==> src/rtl/bucketed_masked_prefix_match_unit_defines.svh <==
// ----------------------------------------------------------------------------
// Assertion macros for the bucketed masked prefix match unit
// Shared property forms: same-cycle and next-cycle implication under reset.
// ----------------------------------------------------------------------------
`ifndef BUCKETED_MASKED_PREFIX_MATCH_UNIT_DEFINES_SVH
`define BUCKETED_MASKED_PREFIX_MATCH_UNIT_DEFINES_SVH

// Consequent must hold in the same cycle as the antecedent
`define BMPM_ASSERT_IMP(label, clk, rst_n, ante, cons, msg) \
	label: assert property (@(posedge clk) disable iff (!rst_n) (ante) |-> (cons)) \
		else $error(msg);

// Consequent must hold in the cycle after the antecedent
`define BMPM_ASSERT_NXT(label, clk, rst_n, ante, cons, msg) \
	label: assert property (@(posedge clk) disable iff (!rst_n) (ante) |=> (cons)) \
		else $error(msg);

`endif

==> src/rtl/bmpm_pkg.sv <==
// ----------------------------------------------------------------------------
// bmpm_pkg
// Sizes, codes, shared types and mask table of the prefix match unit.
// ----------------------------------------------------------------------------
`timescale 1ns / 1ps

package bmpm_pkg;

	// Table geometry
	localparam int BUCKET_COUNT     = 64;
	localparam int BUCKET_DEPTH     = 32;
	localparam int LONGEST_PREFIX   = 16;
	localparam int SHORTEST_ENABLED = 4;

	// Field widths
	localparam int MODE_W    = 2;
	localparam int BKT_W     = 6;
	localparam int KEY_W     = 64;
	localparam int LEN_W     = 5;
	localparam int CFG_IDX_W = 1;
	localparam int CFG_W     = 5;

	// Derived widths
	localparam int FILL_W      = $clog2(BUCKET_DEPTH + 1);
	localparam int IDX_W       = (BUCKET_DEPTH > 1) ? $clog2(BUCKET_DEPTH) : 1;
	localparam int WORDS       = BUCKET_COUNT * BUCKET_DEPTH;
	localparam int WORD_ADDR_W = (WORDS > 1) ? $clog2(WORDS) : 1;

	// Request modes
	localparam logic [MODE_W-1:0] MODE_LOOKUP = 2'd0;
	localparam logic [MODE_W-1:0] MODE_APPEND = 2'd1;
	localparam logic [MODE_W-1:0] MODE_CLEAR  = 2'd2;

	// Configuration register indexes
	localparam logic [CFG_IDX_W-1:0] CFG_MIN_LENGTH = 1'b0;
	localparam logic [CFG_IDX_W-1:0] CFG_MAX_LENGTH = 1'b1;

	// Fill table command from the sequencer
	typedef struct packed {
		logic              rd;
		logic [BKT_W-1:0]  rd_bucket;
		logic              wr;
		logic [BKT_W-1:0]  wr_bucket;
		logic [FILL_W-1:0] wr_fill;
	} fill_cmd_t;

	// Don't-care mask per prefix length; short lengths mask everything
	function automatic logic [KEY_W-1:0] len_mask(input logic [LEN_W-1:0] len);
		logic [KEY_W-1:0] m;
		unique case (len)
			5'd4:    m = 64'hFFFF_FFFF_FFFF_FF0F;
			5'd5:    m = 64'hFFFF_FFFF_FFFF_7F00;
			5'd6:    m = 64'hFFFF_FFFF_FFFF_0300;
			5'd7:    m = 64'hFFFF_FFFF_FF1F_0000;
			5'd8:    m = 64'hFFFF_FFFF_FF00_0000;
			5'd9:    m = 64'hFFFF_FFFF_0700_0000;
			5'd10:   m = 64'hFFFF_FF3F_0000_0000;
			5'd11:   m = 64'hFFFF_FF01_0000_0000;
			5'd12:   m = 64'hFFFF_0F00_0000_0000;
			5'd13:   m = 64'hFF7F_0000_0000_0000;
			5'd14:   m = 64'hFF03_0000_0000_0000;
			5'd15:   m = 64'h1F00_0000_0000_0000;
			5'd16:   m = 64'h0000_0000_0000_0000;
			default: m = '1;
		endcase
		return m;
	endfunction

	// Midpoint of the half-open range [lo, hi_end), rounded down
	function automatic logic [IDX_W-1:0] mid_of(input logic [FILL_W-1:0] lo,
	                                            input logic [FILL_W-1:0] hi_end);
		logic [FILL_W:0] sum;
		sum = {1'b0, lo} + {1'b0, hi_end} - 1'b1;
		return sum[IDX_W:1];
	endfunction

endpackage

==> src/rtl/bmpm_req_if.sv <==
// ----------------------------------------------------------------------------
// bmpm_req_if
// Request channel: mode, bucket and key with valid/ready handshake.
// ----------------------------------------------------------------------------
`timescale 1ns / 1ps

interface bmpm_req_if;
	logic                          valid;
	logic                          ready;
	logic [bmpm_pkg::MODE_W-1:0]   mode;
	logic [bmpm_pkg::BKT_W-1:0]    bucket_index;
	logic [bmpm_pkg::KEY_W-1:0]    key_value;

	modport source (output valid, mode, bucket_index, key_value, input ready);
	modport sink   (input valid, mode, bucket_index, key_value, output ready);
endinterface

==> src/rtl/bmpm_rsp_if.sv <==
// ----------------------------------------------------------------------------
// bmpm_rsp_if
// Result channel: match length and full flag with valid/ready handshake.
// ----------------------------------------------------------------------------
`timescale 1ns / 1ps

interface bmpm_rsp_if;
	logic                        valid;
	logic                        ready;
	logic [bmpm_pkg::LEN_W-1:0]  match_length;
	logic                        bucket_full;

	modport source (output valid, match_length, bucket_full, input ready);
	modport sink   (input valid, match_length, bucket_full, output ready);
endinterface

==> src/rtl/bmpm_seq.sv <==
// ----------------------------------------------------------------------------
// bmpm_seq
// Request sequencer: takes one request, reads its bucket fill, appends or
// clears, or binary-searches the word memory for each prefix length in turn
// until one matches, then hands the result to the output register.
// ----------------------------------------------------------------------------
`timescale 1ns / 1ps

module bmpm_seq (
	input  logic                                clk,
	input  logic                                arst_n,
	bmpm_req_if.sink                            req,
	bmpm_rsp_if.source                          rsp,
	input  logic [bmpm_pkg::LEN_W-1:0]          min_length,
	input  logic [bmpm_pkg::LEN_W-1:0]          max_length,
	output bmpm_pkg::fill_cmd_t                 fill_cmd,
	input  logic [bmpm_pkg::FILL_W-1:0]         fill,
	output logic                                ram_we,
	output logic                                ram_re,
	output logic [bmpm_pkg::WORD_ADDR_W-1:0]    ram_addr,
	output logic [bmpm_pkg::KEY_W-1:0]          ram_wdata,
	input  logic [bmpm_pkg::KEY_W-1:0]          ram_rdata
);

	// Sequencer states
	localparam logic [1:0] ST_IDLE  = 2'd0;
	localparam logic [1:0] ST_FILL  = 2'd1;
	localparam logic [1:0] ST_PROBE = 2'd2;
	localparam logic [1:0] ST_DONE  = 2'd3;

	logic [1:0]                          state_q, state_d;
	logic [bmpm_pkg::MODE_W-1:0]         mode_q;
	logic [bmpm_pkg::BKT_W-1:0]          bucket_q;
	logic [bmpm_pkg::KEY_W-1:0]          key_q;
	logic [bmpm_pkg::WORD_ADDR_W-1:0]    base_q;
	logic [bmpm_pkg::LEN_W-1:0]          len_q, len_d;
	logic [bmpm_pkg::LEN_W-1:0]          len_hi_q, len_hi_d;
	logic [bmpm_pkg::FILL_W-1:0]         fill_q, fill_d;
	logic [bmpm_pkg::FILL_W-1:0]         lo_q, lo_d;
	logic [bmpm_pkg::FILL_W-1:0]         span_end_q, span_end_d;
	logic [bmpm_pkg::IDX_W-1:0]          mid_q, mid_d;
	logic [bmpm_pkg::LEN_W-1:0]          res_match_q, res_match_d;
	logic                                res_full_q, res_full_d;
	logic                                out_valid_q;
	logic [bmpm_pkg::LEN_W-1:0]          out_match_q;
	logic                                out_full_q;

	logic                                accept;
	logic                                load_out;
	logic                                bucket_ok;
	logic [bmpm_pkg::LEN_W-1:0]          lo_len, hi_len;
	logic [bmpm_pkg::KEY_W-1:0]          target;
	logic                                probe_eq, probe_lt;
	logic [bmpm_pkg::FILL_W-1:0]         next_lo, next_end;
	logic [bmpm_pkg::IDX_W-1:0]          ram_idx;

	assign req.ready = (state_q == ST_IDLE);
	assign accept    = req.valid && req.ready;

	// Effective length range from configuration
	assign lo_len = (min_length < bmpm_pkg::LEN_W'(bmpm_pkg::SHORTEST_ENABLED))
		? bmpm_pkg::LEN_W'(bmpm_pkg::SHORTEST_ENABLED) : min_length;
	assign hi_len = (max_length > bmpm_pkg::LEN_W'(bmpm_pkg::LONGEST_PREFIX))
		? bmpm_pkg::LEN_W'(bmpm_pkg::LONGEST_PREFIX) : max_length;

	assign bucket_ok = (32'(bucket_q) < bmpm_pkg::BUCKET_COUNT);

	// Probe compare against the masked key
	assign target   = key_q | bmpm_pkg::len_mask(len_q);
	assign probe_eq = (ram_rdata == target);
	assign probe_lt = (ram_rdata < target);
	assign next_lo  = probe_lt ? (bmpm_pkg::FILL_W'(mid_q) + 1'b1) : lo_q;
	assign next_end = probe_lt ? span_end_q : bmpm_pkg::FILL_W'(mid_q);

	// Next-state and memory commands
	always_comb begin
		state_d     = state_q;
		len_d       = len_q;
		len_hi_d    = len_hi_q;
		fill_d      = fill_q;
		lo_d        = lo_q;
		span_end_d  = span_end_q;
		mid_d       = mid_q;
		res_match_d = res_match_q;
		res_full_d  = res_full_q;
		ram_we      = 1'b0;
		ram_re      = 1'b0;
		ram_idx     = mid_q;
		load_out    = 1'b0;
		fill_cmd           = '0;
		fill_cmd.rd        = accept;
		fill_cmd.rd_bucket = req.bucket_index;
		fill_cmd.wr_bucket = bucket_q;

		unique case (state_q)
			ST_IDLE: begin
				if (accept) begin
					state_d     = ST_FILL;
					res_match_d = '0;
					res_full_d  = 1'b0;
				end
			end
			ST_FILL: begin
				state_d = ST_DONE;
				if (bucket_ok) begin
					case (mode_q)
						bmpm_pkg::MODE_CLEAR: begin
							fill_cmd.wr      = 1'b1;
							fill_cmd.wr_fill = '0;
						end
						bmpm_pkg::MODE_APPEND: begin
							if (fill >= bmpm_pkg::FILL_W'(bmpm_pkg::BUCKET_DEPTH)) begin
								res_full_d = 1'b1;
							end else begin
								ram_we           = 1'b1;
								ram_idx          = fill[bmpm_pkg::IDX_W-1:0];
								fill_cmd.wr      = 1'b1;
								fill_cmd.wr_fill = fill + 1'b1;
							end
						end
						bmpm_pkg::MODE_LOOKUP: begin
							if ((fill != '0) && (lo_len <= hi_len)) begin
								len_d      = lo_len;
								len_hi_d   = hi_len;
								fill_d     = fill;
								lo_d       = '0;
								span_end_d = fill;
								mid_d      = bmpm_pkg::mid_of('0, fill);
								ram_re     = 1'b1;
								ram_idx    = mid_d;
								state_d    = ST_PROBE;
							end
						end
						default: ;
					endcase
				end
			end
			ST_PROBE: begin
				if (probe_eq) begin
					res_match_d = len_q;
					state_d     = ST_DONE;
				end else if (next_lo < next_end) begin
					// Narrow the range and probe again
					lo_d       = next_lo;
					span_end_d = next_end;
					mid_d      = bmpm_pkg::mid_of(next_lo, next_end);
					ram_re     = 1'b1;
					ram_idx    = mid_d;
				end else if (len_q == len_hi_q) begin
					state_d = ST_DONE;
				end else begin
					// Next prefix length, whole bucket again
					len_d      = len_q + 1'b1;
					lo_d       = '0;
					span_end_d = fill_q;
					mid_d      = bmpm_pkg::mid_of('0, fill_q);
					ram_re     = 1'b1;
					ram_idx    = mid_d;
				end
			end
			ST_DONE: begin
				if (!out_valid_q || rsp.ready) begin
					load_out = 1'b1;
					state_d  = ST_IDLE;
				end
			end
			default: state_d = ST_IDLE;
		endcase
	end

	assign ram_addr  = base_q + bmpm_pkg::WORD_ADDR_W'(ram_idx);
	assign ram_wdata = key_q;

	// Control state
	always_ff @(posedge clk or negedge arst_n) begin
		if (!arst_n) begin
			state_q     <= ST_IDLE;
			out_valid_q <= 1'b0;
		end else begin
			state_q <= state_d;
			if (load_out) begin
				out_valid_q <= 1'b1;
			end else if (rsp.ready) begin
				out_valid_q <= 1'b0;
			end
		end
	end

	// Request, search and result payload
	always_ff @(posedge clk) begin
		if (accept) begin
			mode_q   <= req.mode;
			bucket_q <= req.bucket_index;
			key_q    <= req.key_value;
			base_q   <= bmpm_pkg::WORD_ADDR_W'(req.bucket_index * bmpm_pkg::BUCKET_DEPTH);
		end
		len_q       <= len_d;
		len_hi_q    <= len_hi_d;
		fill_q      <= fill_d;
		lo_q        <= lo_d;
		span_end_q  <= span_end_d;
		mid_q       <= mid_d;
		res_match_q <= res_match_d;
		res_full_q  <= res_full_d;
		if (load_out) begin
			out_match_q <= res_match_q;
			out_full_q  <= res_full_q;
		end
	end

	assign rsp.valid        = out_valid_q;
	assign rsp.match_length = out_match_q;
	assign rsp.bucket_full  = out_full_q;

endmodule

==> src/flat_wrapper.sv <==
// flat-port wrapper written by rule: the top's interface ports become plain ports
module bmpm_seq_flat 
  (clk, arst_n, min_length, max_length, fill_cmd, fill, ram_we, ram_re, ram_addr, ram_wdata, ram_rdata, req_valid, req_mode, req_bucket_index, req_key_value, req_ready, rsp_valid, rsp_match_length, rsp_bucket_full, rsp_ready);
  bmpm_req_if req_i ();
  bmpm_rsp_if rsp_i ();
  input  logic clk;
  input  logic arst_n;
  input  logic [bmpm_pkg::LEN_W-1:0] min_length;
  input  logic [bmpm_pkg::LEN_W-1:0] max_length;
  output bmpm_pkg::fill_cmd_t fill_cmd;
  input  logic [bmpm_pkg::FILL_W-1:0] fill;
  output logic ram_we;
  output logic ram_re;
  output logic [bmpm_pkg::WORD_ADDR_W-1:0] ram_addr;
  output logic [bmpm_pkg::KEY_W-1:0] ram_wdata;
  input  logic [bmpm_pkg::KEY_W-1:0] ram_rdata;
  input wire logic [$bits(req_i.valid)-1:0] req_valid;
  input wire logic [$bits(req_i.mode)-1:0] req_mode;
  input wire logic [$bits(req_i.bucket_index)-1:0] req_bucket_index;
  input wire logic [$bits(req_i.key_value)-1:0] req_key_value;
  output wire logic [$bits(req_i.ready)-1:0] req_ready;
  output wire logic [$bits(rsp_i.valid)-1:0] rsp_valid;
  output wire logic [$bits(rsp_i.match_length)-1:0] rsp_match_length;
  output wire logic [$bits(rsp_i.bucket_full)-1:0] rsp_bucket_full;
  input wire logic [$bits(rsp_i.ready)-1:0] rsp_ready;
  assign req_i.valid = req_valid;
  assign req_i.mode = req_mode;
  assign req_i.bucket_index = req_bucket_index;
  assign req_i.key_value = req_key_value;
  assign req_ready = req_i.ready;
  assign rsp_valid = rsp_i.valid;
  assign rsp_match_length = rsp_i.match_length;
  assign rsp_bucket_full = rsp_i.bucket_full;
  assign rsp_i.ready = rsp_ready;
  bmpm_seq u_core (.clk(clk), .arst_n(arst_n), .req(req_i), .rsp(rsp_i), .min_length(min_length), .max_length(max_length), .fill_cmd(fill_cmd), .fill(fill), .ram_we(ram_we), .ram_re(ram_re), .ram_addr(ram_addr), .ram_wdata(ram_wdata), .ram_rdata(ram_rdata));
endmodule
==> config.mk <==
export PLATFORM = sky130hd
export DESIGN_NAME = bmpm_seq_flat
export DESIGN_NICKNAME = d
export VERILOG_FILES = /design/src/rtl/bucketed_masked_prefix_match_unit_defines.svh /design/src/rtl/bmpm_pkg.sv /design/src/rtl/bmpm_req_if.sv /design/src/rtl/bmpm_rsp_if.sv /design/src/rtl/bmpm_seq.sv /design/src/flat_wrapper.sv
export SDC_FILE = /design/constraint.sdc
export NUM_CORES = 1
export LEC_CHECK = 0
export ABC_AREA = 1
export BUFFER_PORTS_ARGS = -buffer_cell sky130_fd_sc_hd__buf_2
export CAP_MARGIN = 40
export CORE_MARGIN = 5
export CORE_UTILIZATION = 53
export CTS_BUF_LIST = sky130_fd_sc_hd__clkbuf_4
export CTS_CLUSTER_SIZE = 8
export DETAILED_ROUTE_END_ITERATION = 10
export GPL_ROUTABILITY_DRIVEN = 0
export PLACE_DENSITY = 0.83
export SYNTH_ARGS = -nofsm -noshare
export SYNTH_HDL_FRONTEND = slang
export SYNTH_SLANG_ARGS = --single-unit
==> constraint.sdc <==
create_clock -name clk -period 4.75 [get_ports clk]
set_input_delay 0.475 -clock clk [delete_from_list [all_inputs] [get_ports clk]]
set_output_delay 0.475 -clock clk [all_outputs]
set_load 0.005 [all_outputs]
==> flow_summary_export.csv <==
group,metric,value,unit
yosys,syn_inst,899,
setup_path,cp-end-kind,"output port",
hold_path,worstHoldStart,"req_key_value[62]",
power_and_ir_drop,p_clk_share,11.9,%
setup_path,crit_slowest_cell,"edfxtp_1",
yosys,syn_area,8220,um^2
setup_path,cp_common_cell,"nand2_1",
route,drc,0,
grt,grt_overflow,0,
setup_path,crit_path_start_kind,"flop",
yosys,yosys.area.top_type,"edfxtp_1",
sta,rsz0062_at_grt,"yes",
yosys,synth_top_family_by_area,"simple AND/OR/NAND/NOR gates",
power_and_ir_drop,leakage,5.08,nW
yosys,ys_top_cells_by_area,"edfxtp_1 43%, ha_1 14%, nand2_1 7.7%",
yosys,synth_top_area_share,42.7,%
setup_path,crit_required,4.28,ns
grt,grt_max_degree,54,
yosys,synth-compound-area-share,9.89,%
finish,final_cells,1386,
clock_tree,cts_tree,"yes",
sta,period_share,99.5,%
power_and_ir_drop,max-vdd-ir-drop,429,uV
sta,fin_skew,0.0261,ns
clock_tree,root_buffer,"clkbuf_4",
sta,worst_pin_slew,0.600,ns
route,dr.pass1.iters,5,
finish,drive_above_1_share,35.5,%
yosys,synthAdderAreaFrac,14.7,%
yosys,synth_edf_count,117,
power_and_ir_drop,p_total,7.21,mW
setup_path,reg2reg_setup_slack,0.63,ns
grt,first_global_vias,7108,
route,routed_wl,23100,um
clock_tree,cts.sinks,133,
grt,grt_pass1_wl,34400,um
floorplan,fp-row-count,45,
finish,final_nets,1436,
clock_tree,clockBufferDepth,2,
setup_path,cp.arrival,4.25,ns
floorplan,ioPinCount,261,
yosys,ys_async_sr_fraction,2.26,%
route,viasPerCell,5.36,
grt,grt_util_all_layers,24.0,%
yosys,yosys_register_bits,133,
place,hpwl,17700,um
yosys,synth_area_per_cell,9.15,um^2
sta,drv_slew,0,
power_and_ir_drop,p_int,4.07,mW
setup_path,slowest_delay,0.41,ns
grt,grt_antenna_before_repair,1,
setup_path,path_max_fanout,5,
clock_tree,clk_pin_slew,0.13,ns
route,wl_per_cell,16.6,um
yosys,synth_flop_cell,"edfxtp_1",
outcome,status,"completed",
yosys,ys_warn_count,0,
yosys,synth_cell_type_count,44,
power_and_ir_drop,p_sw,3.15,mW
sta,finalSetupViolCount,0,
sta,slew-limit-headroom,60.0,%
yosys,yosysSeqAreaShare,46.8,%
yosys,synthMuxAreaShare,0,%
setup_path,r2r-start,"u_core.ram_wdata[57]$_DFFE_PP_",
floorplan,initial_core_util,54.1,%
floorplan,die_h,135,um
power_and_ir_drop,p_sw_share,43.6,%
sta,finalCriticalPeriod,4.73,ns
finish,area_growth,28.7,%
setup_path,crit_start,"u_core.ram_wdata[57]$_DFFE_PP_",
sta,fin_hold_ws,0.0784,ns
sta,fmax,0.212,GHz
yosys,synth_xor_area_share,2.02,%
place,dpl.cell_count,1331,
sta,hold_viol_final,0,
power_and_ir_drop,combinationalPowerShare,59.9,%
clock_tree,clkLatencyLatePin,0.56,ns
yosys,synthSimpleGateAreaFrac,19.8,%
clock_tree,cts_buffers,17,
run,drv_cap,0,
power_and_ir_drop,power_frac_seq,28.2,%
route,num_vias,7428,
power_and_ir_drop,power.density,682,nW/um^2
yosys,syn_nets,1151,
clock_tree,cts.htree.levels,4,
route,postRouteAntennaNets,0,
setup_path,critPathKind,"flop to output port",
hold_path,hold_class,"input port to flop",
floorplan,dieArea,18100,um^2
floorplan,core_area,15200,um^2
floorplan,dieWidth,135,um
route,drt_iter0_drc,587,
place,port-buffer-count,260,
critical path, delay by kind of cell, from the launching register on:
family	cells	cell delay [ns]
AND/OR/NAND/NOR	10	1.03
adder cells (fa/ha/maj)	3	0.79
AO/OA/AOI/OAI	5	0.76
buffers and inverters	6	0.56
flip-flops	1	0.41
XOR/XNOR	1	0.14
cells in the final DEF (no fill, tap or decap), types with 5 or more instances in the layout:
cell / count
xor2_1: 13
edfxtp_1: 117
dfxtp_2: 5
nand3_1: 30
dfxtp_1: 5
o21ai_2: 7
nand2_2: 29
nand4_1: 6
nand2_1: 162
a21oi_2: 5
ha_1: 85
nor2_2: 6
nand2_4: 5
inv_1: 90
buf_4: 25
o211ai_1: 10
buf_2: 260
o21ai_0: 53
inv_2: 6
a21oi_1: 45
xnor2_1: 6
ha_4: 9
clkbuf_4: 19
nor2_1: 118
path summary, 6_finish.rpt:
path                                                   endpoint  cells past startpoint
max reg2reg                                                flop                     25
min in group asynchronous         u_core.state_q[0]$_DFFE_PN0P_                      2
max                                                 ram_addr[4]                     25
min reg2reg                u_core.rsp.match_length[4]$_DFFE_PP_                      0
max in group asynchronous          u_core.rsp.valid$_DFFE_PN0P_                      2
min                              u_core.ram_wdata[62]$_DFFE_PP_                      1
state kept, by name, indices dropped and copies added, names as in the netlist, 5 cells and up, named ones only:
register and cells:
u_core.fill_q 6, u_core.mid_q 5, u_core.lo_q 6, u_core.rsp.match_length 5, u_core.base_q 6, u_core.len_hi_q 5
u_core.len_q 5, u_core.span_end_q 6, u_core.res_match_q 5, u_core.ram_wdata 64
logic make-up after synthesis:
group                    count (synthesis)
flip-flops                             133
adder cells (fa/ha/maj)                 96
XOR/XNOR                                19
AO/OA/AOI/OAI                          147
buffers and inverters                  127
AND/OR/NAND/NOR                        377
metrics by stage:
step | cell area (um^2) | TNS, ns | worst slack, ns | util (%)
detailed placement | 9680 | 0 | 0.171 | 63.7
global route | 10600 | -0.668 | -0.182 | 69.6
CTS | 10200 | -0.508 | -0.193 | 67.2
floorplan | 8220 | 0 | 0.562 | -
finish | 10600 | 0 | 0.0238 | 69.6
global placement | 9680 | 0 | 0.238 | 63.7
final cells by class:
| cell class | instances | area (um^2) |
|---|---|---|
| fillers | 1135 | 4620 |
| multi-input cells | 641 | 4200 |
| flip-flops and latches | 133 | 3870 |
| repair buffers | 292 | 1580 |
| inverters | 99 | 374 |
| well taps | 188 | 235 |
| clock inverters | 13 | 181 |
| clock buffers | 19 | 143 |
| diodes | 1 | 2.50 |
per-layer routing:
metal | up-vias | share of wire, % | GRT usage (%)
li1 | 3605 | - | -
met1 | 3412 | 38 | 28.1
met2 | 343 | 51 | 42.5
met3 | 68 | 7.3 | 5.92
met4 | 0 | 3.1 | 9.28
met5 | - | 0 | 0
Yosys cell counts, types with 4 or more instances:
cell type,count
nand2_1,168
nor2_1,124
edfxtp_1,117
inv_1,96
ha_1,95
o21ai_0,63
a21oi_1,50
nand3_1,32
nand2_2,26
buf_4,13
dfxtp_1,13
xor2_1,13
o211ai_1,10
clkbuf_1,8
nand4_1,6
xnor2_1,6
buf_2,5
or2_2,5
a31oi_1,4
nand2_4,4
o22ai_1,4
repair_timing:
item,4_1_cts,5_1_grt
gates cloned,2,0
endpoints found under the hold margin,3,0
pin swaps,21,42
gates resized for setup,35,61
hold buffers,1,0
setup endpoints to repair,6,6
setup buffers,9,10
power by group through the flow:
| stage | Clock [mW] | Combinational [mW] | Sequential [mW] |
|---|---|---|---|
| detailed placement | 0 | 3.32 | 2.03 |
| floorplan | 0 | 2.40 | 1.96 |
| global placement | 0 | 3.22 | 2.02 |
| finish | 0.857 | 4.32 | 2.04 |
| global route | 0.920 | 4.77 | 2.08 |
| CTS | 0.876 | 3.75 | 2.01 |
(Power assumes the default switching activity.)
