`config.mk`:
```
export PLATFORM = sky130hd
export DESIGN_NAME = bmpm_fill
export DESIGN_NICKNAME = d
export VERILOG_FILES = /design/src/rtl/bucketed_masked_prefix_match_unit_defines.svh /design/src/rtl/bmpm_pkg.sv /design/src/rtl/bmpm_fill.sv
export SDC_FILE = /design/constraint.sdc
export NUM_CORES = 1
export LEC_CHECK = 0
export BUFFER_PORTS_ARGS = -buffer_cell sky130_fd_sc_hd__clkbuf_2
export CORE_ASPECT_RATIO = 1.1
export CORE_MARGIN = 3
export CORE_UTILIZATION = 35
export CTS_CLUSTER_SIZE = 28
export DETAILED_ROUTE_END_ITERATION = 16
export GPL_TIMING_DRIVEN = 0
export HOLD_SLACK_MARGIN = 0.15
export PLACE_DENSITY = 0.54
export SYNTH_ARGS = -nofsm -noshare
export SYNTH_HDL_FRONTEND = slang
export SYNTH_SLANG_ARGS = --single-unit
```
`constraint.sdc`:
```
create_clock -name clk -period 3.35 [get_ports clk]
set_input_delay 0 -clock clk [delete_from_list [all_inputs] [get_ports clk]]
set_output_delay 0 -clock clk [all_outputs]
set_load 0.01 [all_outputs]
```
`src/rtl/bucketed_masked_prefix_match_unit_defines.svh`:
```
// ----------------------------------------------------------------------------
// Assertion macros for the bucketed masked prefix match unit
// Shared property forms: same-cycle and next-cycle implication under reset.
// ----------------------------------------------------------------------------
`ifndef BUCKETED_MASKED_PREFIX_MATCH_UNIT_DEFINES_SVH
`define BUCKETED_MASKED_PREFIX_MATCH_UNIT_DEFINES_SVH

// Consequent must hold in the same cycle as the antecedent
`define BMPM_ASSERT_IMP(label, clk, rst_n, ante, cons, msg) \
	label: assert property (@(posedge clk) disable iff (!rst_n) (ante) |-> (cons)) \
		else $error(msg);

// Consequent must hold in the cycle after the antecedent
`define BMPM_ASSERT_NXT(label, clk, rst_n, ante, cons, msg) \
	label: assert property (@(posedge clk) disable iff (!rst_n) (ante) |=> (cons)) \
		else $error(msg);

`endif

```
`src/rtl/bmpm_pkg.sv`:
```
// ----------------------------------------------------------------------------
// bmpm_pkg
// Sizes, codes, shared types and mask table of the prefix match unit.
// ----------------------------------------------------------------------------
`timescale 1ns / 1ps

package bmpm_pkg;

	// Table geometry
	localparam int BUCKET_COUNT     = 64;
	localparam int BUCKET_DEPTH     = 32;
	localparam int LONGEST_PREFIX   = 16;
	localparam int SHORTEST_ENABLED = 4;

	// Field widths
	localparam int MODE_W    = 2;
	localparam int BKT_W     = 6;
	localparam int KEY_W     = 64;
	localparam int LEN_W     = 5;
	localparam int CFG_IDX_W = 1;
	localparam int CFG_W     = 5;

	// Derived widths
	localparam int FILL_W      = $clog2(BUCKET_DEPTH + 1);
	localparam int IDX_W       = (BUCKET_DEPTH > 1) ? $clog2(BUCKET_DEPTH) : 1;
	localparam int WORDS       = BUCKET_COUNT * BUCKET_DEPTH;
	localparam int WORD_ADDR_W = (WORDS > 1) ? $clog2(WORDS) : 1;

	// Request modes
	localparam logic [MODE_W-1:0] MODE_LOOKUP = 2'd0;
	localparam logic [MODE_W-1:0] MODE_APPEND = 2'd1;
	localparam logic [MODE_W-1:0] MODE_CLEAR  = 2'd2;

	// Configuration register indexes
	localparam logic [CFG_IDX_W-1:0] CFG_MIN_LENGTH = 1'b0;
	localparam logic [CFG_IDX_W-1:0] CFG_MAX_LENGTH = 1'b1;

	// Fill table command from the sequencer
	typedef struct packed {
		logic              rd;
		logic [BKT_W-1:0]  rd_bucket;
		logic              wr;
		logic [BKT_W-1:0]  wr_bucket;
		logic [FILL_W-1:0] wr_fill;
	} fill_cmd_t;

	// Don't-care mask per prefix length; short lengths mask everything
	function automatic logic [KEY_W-1:0] len_mask(input logic [LEN_W-1:0] len);
		logic [KEY_W-1:0] m;
		unique case (len)
			5'd4:    m = 64'hFFFF_FFFF_FFFF_FF0F;
			5'd5:    m = 64'hFFFF_FFFF_FFFF_7F00;
			5'd6:    m = 64'hFFFF_FFFF_FFFF_0300;
			5'd7:    m = 64'hFFFF_FFFF_FF1F_0000;
			5'd8:    m = 64'hFFFF_FFFF_FF00_0000;
			5'd9:    m = 64'hFFFF_FFFF_0700_0000;
			5'd10:   m = 64'hFFFF_FF3F_0000_0000;
			5'd11:   m = 64'hFFFF_FF01_0000_0000;
			5'd12:   m = 64'hFFFF_0F00_0000_0000;
			5'd13:   m = 64'hFF7F_0000_0000_0000;
			5'd14:   m = 64'hFF03_0000_0000_0000;
			5'd15:   m = 64'h1F00_0000_0000_0000;
			5'd16:   m = 64'h0000_0000_0000_0000;
			default: m = '1;
		endcase
		return m;
	endfunction

	// Midpoint of the half-open range [lo, hi_end), rounded down
	function automatic logic [IDX_W-1:0] mid_of(input logic [FILL_W-1:0] lo,
	                                            input logic [FILL_W-1:0] hi_end);
		logic [FILL_W:0] sum;
		sum = {1'b0, lo} + {1'b0, hi_end} - 1'b1;
		return sum[IDX_W:1];
	endfunction

endpackage

```
`src/rtl/bmpm_fill.sv`:
```
// ----------------------------------------------------------------------------
// bmpm_fill
// Per-bucket fill counts in a small synchronous memory with valid bits, so
// that every bucket reads as empty after reset without a clearing pass.
// ----------------------------------------------------------------------------
`timescale 1ns / 1ps

module bmpm_fill (
	input  logic                          clk,
	input  logic                          arst_n,
	input  bmpm_pkg::fill_cmd_t           cmd,
	output logic [bmpm_pkg::FILL_W-1:0]   fill
);

	logic [bmpm_pkg::FILL_W-1:0]     fill_mem_q [bmpm_pkg::BUCKET_COUNT];
	logic [bmpm_pkg::BUCKET_COUNT-1:0] valid_q;
	logic [bmpm_pkg::FILL_W-1:0]     rd_data_s1;
	logic                            rd_valid_s1;

	// Count storage
	always_ff @(posedge clk) begin
		if (cmd.wr) begin
			fill_mem_q[cmd.wr_bucket] <= cmd.wr_fill;
		end
		if (cmd.rd) begin
			rd_data_s1 <= fill_mem_q[cmd.rd_bucket];
		end
	end

	// Written-since-reset marks
	always_ff @(posedge clk or negedge arst_n) begin
		if (!arst_n) begin
			valid_q     <= '0;
			rd_valid_s1 <= 1'b0;
		end else begin
			if (cmd.wr) begin
				valid_q[cmd.wr_bucket] <= 1'b1;
			end
			if (cmd.rd) begin
				rd_valid_s1 <= valid_q[cmd.rd_bucket];
			end
		end
	end

	// Unwritten bucket reads as empty
	assign fill = rd_valid_s1 ? rd_data_s1 : '0;

endmodule

```
==> results of run 1 <==
==> sequential cells by signal, summed over array words and instances (netlist names) <==
signal       count
valid_q         64
rd_valid_s1      1
rd_data_s1       6
fill_mem_q     384
==> layout make-up <==
type | count | share of cell area (%)
flip-flops and latches | 455 | 65.1
multi-input cells | 358 | 20.6
clock buffers | 71 | 6.54
well taps | 660 | 4.03
repair buffers | 40 | 1.93
plain buffers | 43 | 1.16
clock inverters | 12 | 0.483
inverters | 3 | 0.0550
diodes | 4 | 0.0489
==> metrics by stage <==
step | cells | cell area, um2 | setup WS, ns | power (mW)
finish | 1646 | 20500 | 0.823 | 12.3
global route | 1643 | 20500 | 0.695 | 12.7
CTS | 1630 | 20300 | 0.827 | 12.4
detailed placement | 1537 | 18700 | 0.218 | 7.40
global placement | 1536 | 18700 | 0.243 | 7.38
floorplan | 859 | 17800 | 1.46 | 7.03
==> metal layers <==
metal  vias up  GRT usage [%]  wire [um]
met1      4596           22.1      18700
met4         0           5.89       1630
met2       241           26.4      20700
met3        83           3.98       2650
li1       3646              -          -
met5         -              0          0
==> worst max-delay path, stage by stage <==
cell	delay [ns]
clkbuf_1	0.60
clkbuf_1	0.74
mux4_2	0.45
mux4_2	0.51
mux2i_1	0.30
a21oi_1	0.18
==> cells in the mapped netlist, drive strengths merged <==
| cell type | n | share of area, % |
|---|---|---|
| and2 | 6 | 0.21 |
| a311oi | 2 | 0.098 |
| nand4b | 1 | 0.049 |
| o22ai | 8 | 0.28 |
| mux2i | 22 | 1.2 |
| nor2 | 71 | 1.5 |
| nor3 | 2 | 0.056 |
| nor2b | 7 | 0.25 |
| or3 | 1 | 0.035 |
| a31oi | 2 | 0.070 |
| a41o | 1 | 0.056 |
| inv | 3 | 0.063 |
| nand2 | 11 | 0.23 |
| dfrtp | 65 | 9.1 |
| mux4 | 129 | 16 |
| clkbuf | 23 | 0.48 |
| nand2b | 5 | 0.18 |
| or3b | 1 | 0.049 |
| nand4 | 1 | 0.035 |
| nand3b | 2 | 0.084 |
| a22oi | 4 | 0.17 |
| nand3 | 10 | 0.28 |
| a211oi | 3 | 0.13 |
| edfxtp | 390 | 66 |
| or2 | 66 | 2.3 |
| a21oi | 3 | 0.084 |
| buf | 20 | 0.85 |
==> power breakdown <==
group / switching (mW) / internal (mW) / total [mW] / leakage, nW
Sequential: 0.0865 / 6.35 / 6.43 / 4.33
Clock: 2.08 / 2.89 / 4.97 / 0.694
Combinational: 0.469 / 0.401 / 0.870 / 1.77
Total: 2.64 / 9.64 / 12.3 / 6.79
==> cell families after synthesis <==
logic type / Yosys count
multiplexers: 151
buffers and inverters: 46
AO/OA/AOI/OAI: 23
AND/OR/NAND/NOR: 184
flip-flops: 455
==> path summary, 6_finish.rpt <==
kind                                                    end  slack (ns)  depth (start not counted)
max in group asynchronous           valid_q[50]$_DFFE_PN0P_        2.20                          4
worst max-delay path                rd_data_s1[0]$_DFFE_PP_        0.82                          6
min in group asynchronous           valid_q[30]$_DFFE_PN0P_        0.47                          3
worst min register to register      valid_q[44]$_DFFE_PN0P_        0.46                          1
worst max register to register      rd_data_s1[0]$_DFFE_PP_        1.12                          5
worst min-delay path            fill_mem_q[50][4]$_DFFE_PP_        0.24                          4
==> timing repair <==
| action | in CTS | in global routing |
|---|---|---|
| hold endpoints to repair | 115 | 162 |
| hold buffers | 10 | 6 |
| setup buffers | 0 | 0 |
| resized for setup | 0 | 0 |
==> flow_summary.json, run 1 <==
{
  "status": "finished clean",
  "vias": 8566,
  "rsz0062_at_grt": "no",
  "fin_setup_tns_ns": 0,
  "synth_top_family_by_area": "multiplexers",
  "grt.total_usage_pct": 16.5,
  "path_clk_slew_ns": 0.06,
  "num_rows": 86,
  "synth_compound_area_share_pct": 0.885,
  "grt_overflow": 0,
  "startpoint": "cmd[14]",
  "layout_common_cells": "390 x edfxtp_1, 129 x mux4_2, 71 x nor2_1",
  "syn2layout_area_growth_pct": 15.0,
  "grt_pass1_wl_um": 64400,
  "clockBufferDepth": 3,
  "maxCapViolations": 0,
  "ys_types": 31,
  "powerDensity_mw_per_mm2": 600,
  "die-area_mm2": 0.0536,
  "fp.coreArea_mm2": 0.0503,
  "slew_violations": 0,
  "timing.fmax_ghz": 0.396,
  "die_w_um": 221,
  "total_leakage_power_nw": 6.79,
  "worst_slew_pin_slew_ns": 1.21,
  "drive_gt1_share_pct": 28.2,
  "worst_ep_required_time_ns": 3.62,
  "start_kind": "input port",
  "antenna_found_initial": 4,
  "finalHoldViolations": 0,
  "grt_pass1_vias": 8969,
  "root_buffer": "clkbuf_16",
  "pin_count": 28,
  "place.gp.congestion": 0.798,
  "synth_mux_area_share_pct": 17.6,
  "synth_warnings": 0,
  "min_path_type": "input port to flip-flop",
  "syn_area_per_cell_um2": 20.7,
  "ir_drop_mv": 0.307,
  "multi_input_area_mm2": 0.00422,
  "cp_max_fo": 10,
  "cp.arrival_ns": 2.80,
  "final_antenna_net_count": 0,
  "crit_path_end_kind": "flip-flop",
  "wire_per_inst_um": 26.5,
  "finalCritPeriodShare_pct": 75.4,
  "layout.cells.most_common": "edfxtp_1",
  "htreeDepth": 2,
  "die_h_um": 243,
  "synth.net_count": 881,
  "slew_headroom_pct": 18.5,
  "viasPerCell": 5.20,
  "finalNetCount": 969,
  "drcViolationCount": 0,
  "path_class": "input port to flip-flop",
  "io_buffers": 17,
  "holdWs_ns": 0.239,
  "synth-simple-area-share_pct": 5.27,
  "numCtsBuffers": 46,
  "syn_area_mm2": 0.0178,
  "r2r_start": "fill_mem_q[10][0]$_DFFE_PP_",
  "post-route-util_pct": 40.8,
  "yosysSeqAreaShare_pct": 74.9,
  "setup_viol": 0,
  "clkSinkCount": 455,
  "min-delay-start": "cmd[12]",
  "wirelength_um": 43700,
  "start_util_pct": 35.4,
  "dp_hpwl_um": 28800,
  "fillCellCount": 4423,
  "syn_inst": 859,
  "fin_skew_ns": 0.00992,
  "seqCellArea_mm2": 0.0133,
  "yosys.area_share.adder_pct": 0,
  "synth_xor_area_share_pct": 0,
  "finalCriticalPeriod_ns": 2.53,
  "clock_latency_ns": 0.57,
  "synth-seq-cells": 455,
  "first_iter_violations": 692,
  "drt_pass1_iterations": 5,
  "grt_start_max_net_pins": 65,
  "cts_tree": "built"
}
Note: power is estimated with default switching activity, not from simulation.
==> run 2, diff against run 1 <==
ABC_AREA = 1   (was not set)
PLACE_DENSITY = 0.56   (was 0.54)
clock period = 2.15 ns   (was 3.35 ns; I/O delays follow)
==> run 2 against run 1 <==
  * Cell count is 45% higher
  * Die area increased by 4.4%
  * First-iteration DRC count up 110%
  * Global-route usage increased by 4.7 points
  * Largest power group unchanged
==> flow_summary.json, run 2 <==
{
  "ys_top_cells_by_count": "390 x edfxtp_1, 273 x nand2_1, 218 x nor2_1",
  "r2r_start": "fill_mem_q[57][2]$_DFFE_PP_",
  "drive_gt1_share_pct": 14.2,
  "postCtsSetupBuffers": 0,
  "top_register": "fill_mem_q",
  "die-area_mm2": 0.0560,
  "syn_area_mm2": 0.0186,
  "ir_drop_mv": 0.575,
  "synth_top_family_by_area": "simple AND/OR/NAND/NOR gates",
  "syn_area_per_cell_um2": 11.8,
  "power_switching_mw": 4.66,
  "drcViolationCount": 0,
  "cts_tree": "built",
  "clockBufferDepth": 3,
  "htreeDepth": 2,
  "yosysTopAreaCell": "edfxtp_1",
  "synth_warnings": 0,
  "largest_reg_flops": 384,
  "path_clk_slew_ns": 0.06,
  "root_buffer": "clkbuf_16",
  "finalNetCount": 1694,
  "clock_latency_ns": 0.58,
  "layout.cells.most_common": "edfxtp_1",
  "dp_hpwl_um": 38800,
  "synth.net_count": 1602,
  "hold_end": "rd_valid_s1$_DFFE_PN0P_",
  "viasPerCell": 5.41,
  "synth_top_area_share_pct": 62.9,
  "antenna_found_initial": 0,
  "final_antenna_net_count": 0,
  "synth-main-ff-cell": "edfxtp_1",
  "reg2reg_to": "rd_data_s1[2]$_DFFE_PP_",
  "start_kind": "input port",
  "timing.fmax_ghz": 0.529,
  "swShare_pct": 24.2,
  "fin_skew_ns": 0.0281,
  "numCtsBuffers": 45,
  "synth_xor_area_share_pct": 0,
  "r2r_slack_ns": 0.46,
  "finalCritPeriodShare_pct": 87.9,
  "use_met2_pct": 36.0,
  "synth_edf_count": 390,
  "combPwrFrac_pct": 8.7,
  "maxCapViolations": 0,
  "finalPower_mw": 19.3,
  "synth_mux_area_share_pct": 0,
  "ff2ff_path_depth": 8,
  "worst_ep_required_time_ns": 2.35,
  "ctsHoldBuffers": 16,
  "powerDensity_mw_per_mm2": 905,
  "cp_max_fo": 10,
  "grt_start_max_net_pins": 65,
  "hold_depth": 7,
  "vias": 12900,
  "synth_compound_area_share_pct": 8.27,
  "internal_power_mw": 14.6,
  "yosys.area_share.adder_pct": 0,
  "post_cts_resized": 0,
  "finalCriticalPeriod_ns": 1.89,
  "crit_path_end_kind": "flip-flop",
  "grt_pass1_wl_um": 86000,
  "worst_slew_pin_slew_ns": 1.06,
  "path_class": "input port to flip-flop",
  "status": "finished clean",
  "grt_pass1_vias": 12700,
  "io_buffers": 22,
  "reg_top3": "fill_mem_q x384, valid_q x64, rd_data_s1 x6",
  "yosysSeqAreaShare_pct": 71.7,
  "slew_violations": 0,
  "fp.coreArea_mm2": 0.0525,
  "start_util_pct": 35.4,
  "synth_area_leaders": "edfxtp_1 63%, dfrtp_1 8.7%, nand2_1 5.5%",
  "clkPwrFrac_pct": 39.3,
  "dp_slack_ns": -0.300,
  "wirelength_um": 59000,
  "wire_per_inst_um": 24.7,
  "clkSinkCount": 455,
  "setup_ws_ns": 0.261,
  "grt_use_met1_pct": 27.2,
  "rsz0062_at_grt": "no",
  "first_iter_violations": 1425,
  "fillCellCount": 4857,
  "syn2layout_area_growth_pct": 14.5,
  "diodes": 0,
  "layout_common_cells": "390 x edfxtp_1, 273 x nand2_1, 218 x nor2_1",
  "synth_most_common_cell": "edfxtp_1",
  "use_met3_pct": 3.73,
  "num_rows": 88,
  "grt_overflow": 0,
  "synth-seq-cells": 455,
  "setup_viol": 0,
  "synth-simple-area-share_pct": 16.1,
  "post-route-util_pct": 40.6,
  "ys_types": 24,
  "synth-async-reset-ratio_pct": 14.3,
  "finalHoldViolations": 0,
  "total_leakage_power_nw": 7.73,
  "busiest_layer": "met2",
  "syn_inst": 1580,
  "place.gp.congestion": 0.954,
  "grt.total_usage_pct": 21.2,
  "min_path_type": "input port to flip-flop",
  "p_seq_share_pct": 52.0,
  "die_h_um": 248,
  "cp.arrival_ns": 2.09,
  "min-delay-start": "cmd[17]",
  "pin_count": 28,
  "slew_headroom_pct": 29.2,
  "holdWs_ns": 0.197,
  "drt_pass1_iterations": 6,
  "die_w_um": 226
}
==> run 2: changes by cell type after synthesis, sizes merged, moves of 30 or more <==
cell,previous run,this run
nand2,11,273
o21ai,0,186
nor2,71,218
mux4,129,0
nand3,10,131
o22ai,8,78
buf,20,70
inv,3,33
==> run 2: metrics by stage <==
stage | cell area, um2 | setup TNS, ns | cells
after floorplan | 18600 | 0 | 1580
after global placement | 19600 | -12.08 | 2277
after detailed placement | 19700 | -26.16 | 2279
after CTS | 21200 | 0 | 2378
after global routing | 21300 | 0 | 2383
final | 21300 | 0 | 2383
==> run 2: worst max-delay path by stage <==
stage | from | cells past startpoint | slack [ns] | to
after global placement | cmd[8] | 5 | -0.20 | fill_mem_q[56][5]$_DFFE_PP_
final | cmd[8] | 5 | 0.26 | fill_mem_q[56][2]$_DFFE_PP_
after global routing | cmd[7] | 4 | 0.24 | fill_mem_q[55][4]$_DFFE_PP_
after detailed placement | cmd[8] | 5 | -0.30 | fill_mem_q[56][1]$_DFFE_PP_
after CTS | cmd[8] | 5 | 0.33 | fill_mem_q[56][0]$_DFFE_PP_
after floorplan | cmd[7] | 3 | 0.62 | fill_mem_q[50][0]$_DFFE_PP_
==> run 2: critical path: stages <==
cell and delay (ns):
clkbuf_2 0.15, inv_1 0.10, buf_2 0.24, nand4_1 0.69
nor2_1 0.92
==> run 2: cells by family (layout without fill, tap and decap cells) <==
group,after synthesis,after routing
AND/OR/NAND/NOR,703,703
flip-flops,455,455
AO/OA/AOI/OAI,288,288
buffers and inverters,134,262
==> run 2: area by class of cell <==
| type | instances | area (um2) | share of cell area [%] |
|---|---|---|---|
| Buffer | 97 | 593 | 2.78 |
| Clock buffer | 61 | 1280 | 6.00 |
| Sequential cell | 455 | 13300 | 62.6 |
| Clock inverter | 22 | 133 | 0.622 |
| Multi-Input combinational cell | 991 | 4590 | 21.5 |
| Timing Repair Buffer | 45 | 388 | 1.82 |
| Inverter | 37 | 144 | 0.675 |
| Tap cell | 675 | 845 | 3.96 |
==> run 2: per-layer routing <==
metal | wire [um] | vias up
met1 | 23300 | 6357
met3 | 4710 | 134
met4 | 2260 | 0
met5 | 0 | -
li1 | - | 5785
met2 | 28700 | 615
==> run 2: power groups by stage <==
stage	logic [mW]	registers (mW)	clock network, mW
4_1_cts	1.66	10.0	7.67
6_report	1.68	10.0	7.58
3_3_place_gp	1.60	10.2	0
5_1_grt	1.83	10.0	8.02
2_1_floorplan	0.945	10.2	0
3_5_place_dp	1.64	10.2	0
==> run 3, diff against run 2 <==
CTS_BUF_LIST = sky130_fd_sc_hd__clkbuf_8   (was not set)
==> run 3 against run 2 <==
  * Worst hold slack got worse by 0.028 ns
  * Clock power decreased by 9.0%
  * Total power decreased by 3.5%
  * Via count increased by 2.1%
  * Clock-buffer cell count increased by 13
  * Largest power group unchanged
  * Sequential share of layout area increased by 0.24 points
  * Non-clock buffer count increased by 2
  * Maximum frequency decreased by 9.7%
==> flow_summary.json, run 3 (synthesis gave the netlist of run 2 again) <==
{
  "status": "finished clean",
  "p_seq_share_pct": 53.9,
  "drcViolationCount": 0,
  "start_kind": "input port",
  "critPathMaxStageDelay_ns": 0.77,
  "slew_violations": 0,
  "ir_drop_mv": 0.341,
  "setup_viol": 0,
  "rsz0062_at_grt": "no",
  "post-route-util_pct": 40.4,
  "crit_path_cell_trace": "clkbuf_2 > inv_2 > clkbuf_1 > nand3_1 > nand3_1 > nand3_1 > nand2_1 > nand2_1 > nand3_1 > dlygate4sd3_1 > nand2_1 > nand2_1 > nand2_1",
  "num_rows": 88,
  "finalPower_mw": 18.6,
  "worst_ep_required_time_ns": 2.66,
  "finalHoldViolations": 0,
  "reg_top3": "fill_mem_q x384, valid_q x64, rd_data_s1 x6",
  "slowest_stage": "clkbuf_1",
  "min_path_type": "input port to flip-flop",
  "worst_slew_pin_slew_ns": 1.03,
  "grt_start_max_net_pins": 65,
  "top_register": "fill_mem_q",
  "drive_gt1_share_pct": 14.5,
  "clockBufferDepth": 3,
  "met3_length_um": 4830,
  "total_leakage_power_nw": 7.79,
  "path_class": "input port to flip-flop",
  "grt_pass1_vias": 12900,
  "finalNetCount": 1721,
  "viasPerCell": 5.42,
  "crit_path_end_kind": "flip-flop",
  "combPwrFrac_pct": 9.1,
  "start_util_pct": 35.4,
  "root_buffer": "clkbuf_8",
  "antenna_found_initial": 2,
  "grt_overflow": 0,
  "maxCapViolations": 0,
  "htreeDepth": 3,
  "numCtsBuffers": 70,
  "cp.arrival_ns": 2.60,
  "postCtsSetupBuffers": 0,
  "m1WireLength_um": 23700,
  "vias": 13200,
  "pin_count": 28,
  "critical_path.top_delay_family": "buffers and inverters",
  "clock_latency_ns": 0.62,
  "wl_met2_um": 28500,
  "fillCellCount": 4901,
  "fin_skew_ns": 0.0172,
  "power_switching_mw": 4.64,
  "wire_per_inst_um": 24.5,
  "die_w_um": 226,
  "fp.coreArea_mm2": 0.0525,
  "first_iter_violations": 1551,
  "io_buffers": 22,
  "grt_pass1_wl_um": 86800,
  "place.gp.congestion": 0.954,
  "powerDensity_mw_per_mm2": 877,
  "layout_common_cells": "390 x edfxtp_1, 273 x nand2_1, 218 x nor2_1",
  "die-area_mm2": 0.0560,
  "syn2layout_area_growth_pct": 14.0,
  "wirelength_um": 59600,
  "drt_pass1_iterations": 7,
  "final_antenna_net_count": 0,
  "timing.fmax_ghz": 0.478,
  "grt.total_usage_pct": 21.5,
  "slew_headroom_pct": 31.1,
  "crit_path_frequent_cell": "nand2_1",
  "internal_power_mw": 14.0,
  "clkPwrFrac_pct": 37.0,
  "setup_ws_ns": 0.0577,
  "path_clk_slew_ns": 0.06,
  "dp_slack_ns": -0.300,
  "clkSinkCount": 455,
  "top_layer_used": "met4",
  "finalCritPeriodShare_pct": 97.3,
  "cts_tree": "built",
  "die_h_um": 248,
  "crit_buf_inv": 4,
  "swShare_pct": 24.9,
  "layout.cells.most_common": "edfxtp_1",
  "largest_reg_flops": 384,
  "cp_max_fo": 10,
  "finalCriticalPeriod_ns": 2.09,
  "dp_hpwl_um": 38800
}
[run 3: cell count changes in the layout (fill, tap and decap cells not counted), moves of 9 or more]
cell,change
clkinv_2,-9
clkbuf_1,-9
clkinv_1,+16
clkbuf_8,+69
clkbuf_16,-47
inv_1,+24
[run 3: layer usage]
layer | GRT usage, % | vias up
met5 | 0 | -
met4 | 9.89 | 0
met3 | 3.69 | 146
met2 | 35.7 | 672
met1 | 27.5 | 6495
li1 | - | 5850
[run 3: worst paths after layout]
kind / from / end / slack, ns / depth (start not counted)
min reg2reg: valid_q[18]$_DFFE_PN0P_ / valid_q[18]$_DFFE_PN0P_ / 0.47 / 1
max in group asynchronous: arst_n / valid_q[62]$_DFFE_PN0P_ / 0.48 / 4
min in group asynchronous: arst_n / valid_q[25]$_DFFE_PN0P_ / 0.49 / 4
max: cmd[14] / rd_valid_s1$_DFFE_PN0P_ / 0.06 / 13
min: cmd[3] / fill_mem_q[3][3]$_DFFE_PP_ / 0.17 / 1
max reg2reg: valid_q[48]$_DFFE_PN0P_ / rd_valid_s1$_DFFE_PN0P_ / 0.12 / 11
[run 3: what timing repair did]
action | in CTS | in global routing
resized for setup | 0 | 0
endpoints found under the setup margin | 0 | 0
hold endpoints to repair | 133 | 101
hold buffers | 19 | 2
[run 3: worst reg2reg max path, cell delays in order, from the launching register on]
cell,delay (ns)
dfrtp_1,0.38
nand2_1,0.07
nand3_1,0.09
nand3_1,0.17
nand3_1,0.12
nand2_1,0.12
nand2_1,0.07
nand3_1,0.10
dlygate4sd3_1,0.55
nand2_1,0.11
nand2_1,0.08
nand2_1,0.05
[run 3: final cells by class]
type / count / area, um2 / area share (%)
clock inverter: 51 / 288 / 1.36
timing repair buffer: 47 / 408 / 1.92
antenna: 1 / 2.50 / 0.0118
multi-input combinational: 991 / 4590 / 21.6
clock buffer: 74 / 1020 / 4.80
sequential: 455 / 13300 / 62.8
tap: 675 / 845 / 3.98
buffer: 97 / 593 / 2.79
inverter: 37 / 144 / 0.678
[run 3: metrics by stage]
step	cells	TNS [ns]	cell area (um2)	hold slack [ns]
after global placement	2277	-12.08	19600	0.343
final	2428	0	21200	0.170
after floorplan	1580	0	18600	-0.296
after detailed placement	2279	-26.16	19700	-0.0608
after CTS	2423	0	21200	0.161
after global routing	2428	0	21200	0.235
[run 3: power by group through the flow]
stage	Sequential (mW)	Combinational (mW)	Clock [mW]
floorplan	10.2	0.945	0
global placement	10.2	1.60	0
detailed placement	10.2	1.64	0
CTS	10.0	1.66	7.00
global route	10.1	1.83	7.39
finish	10.0	1.69	6.90
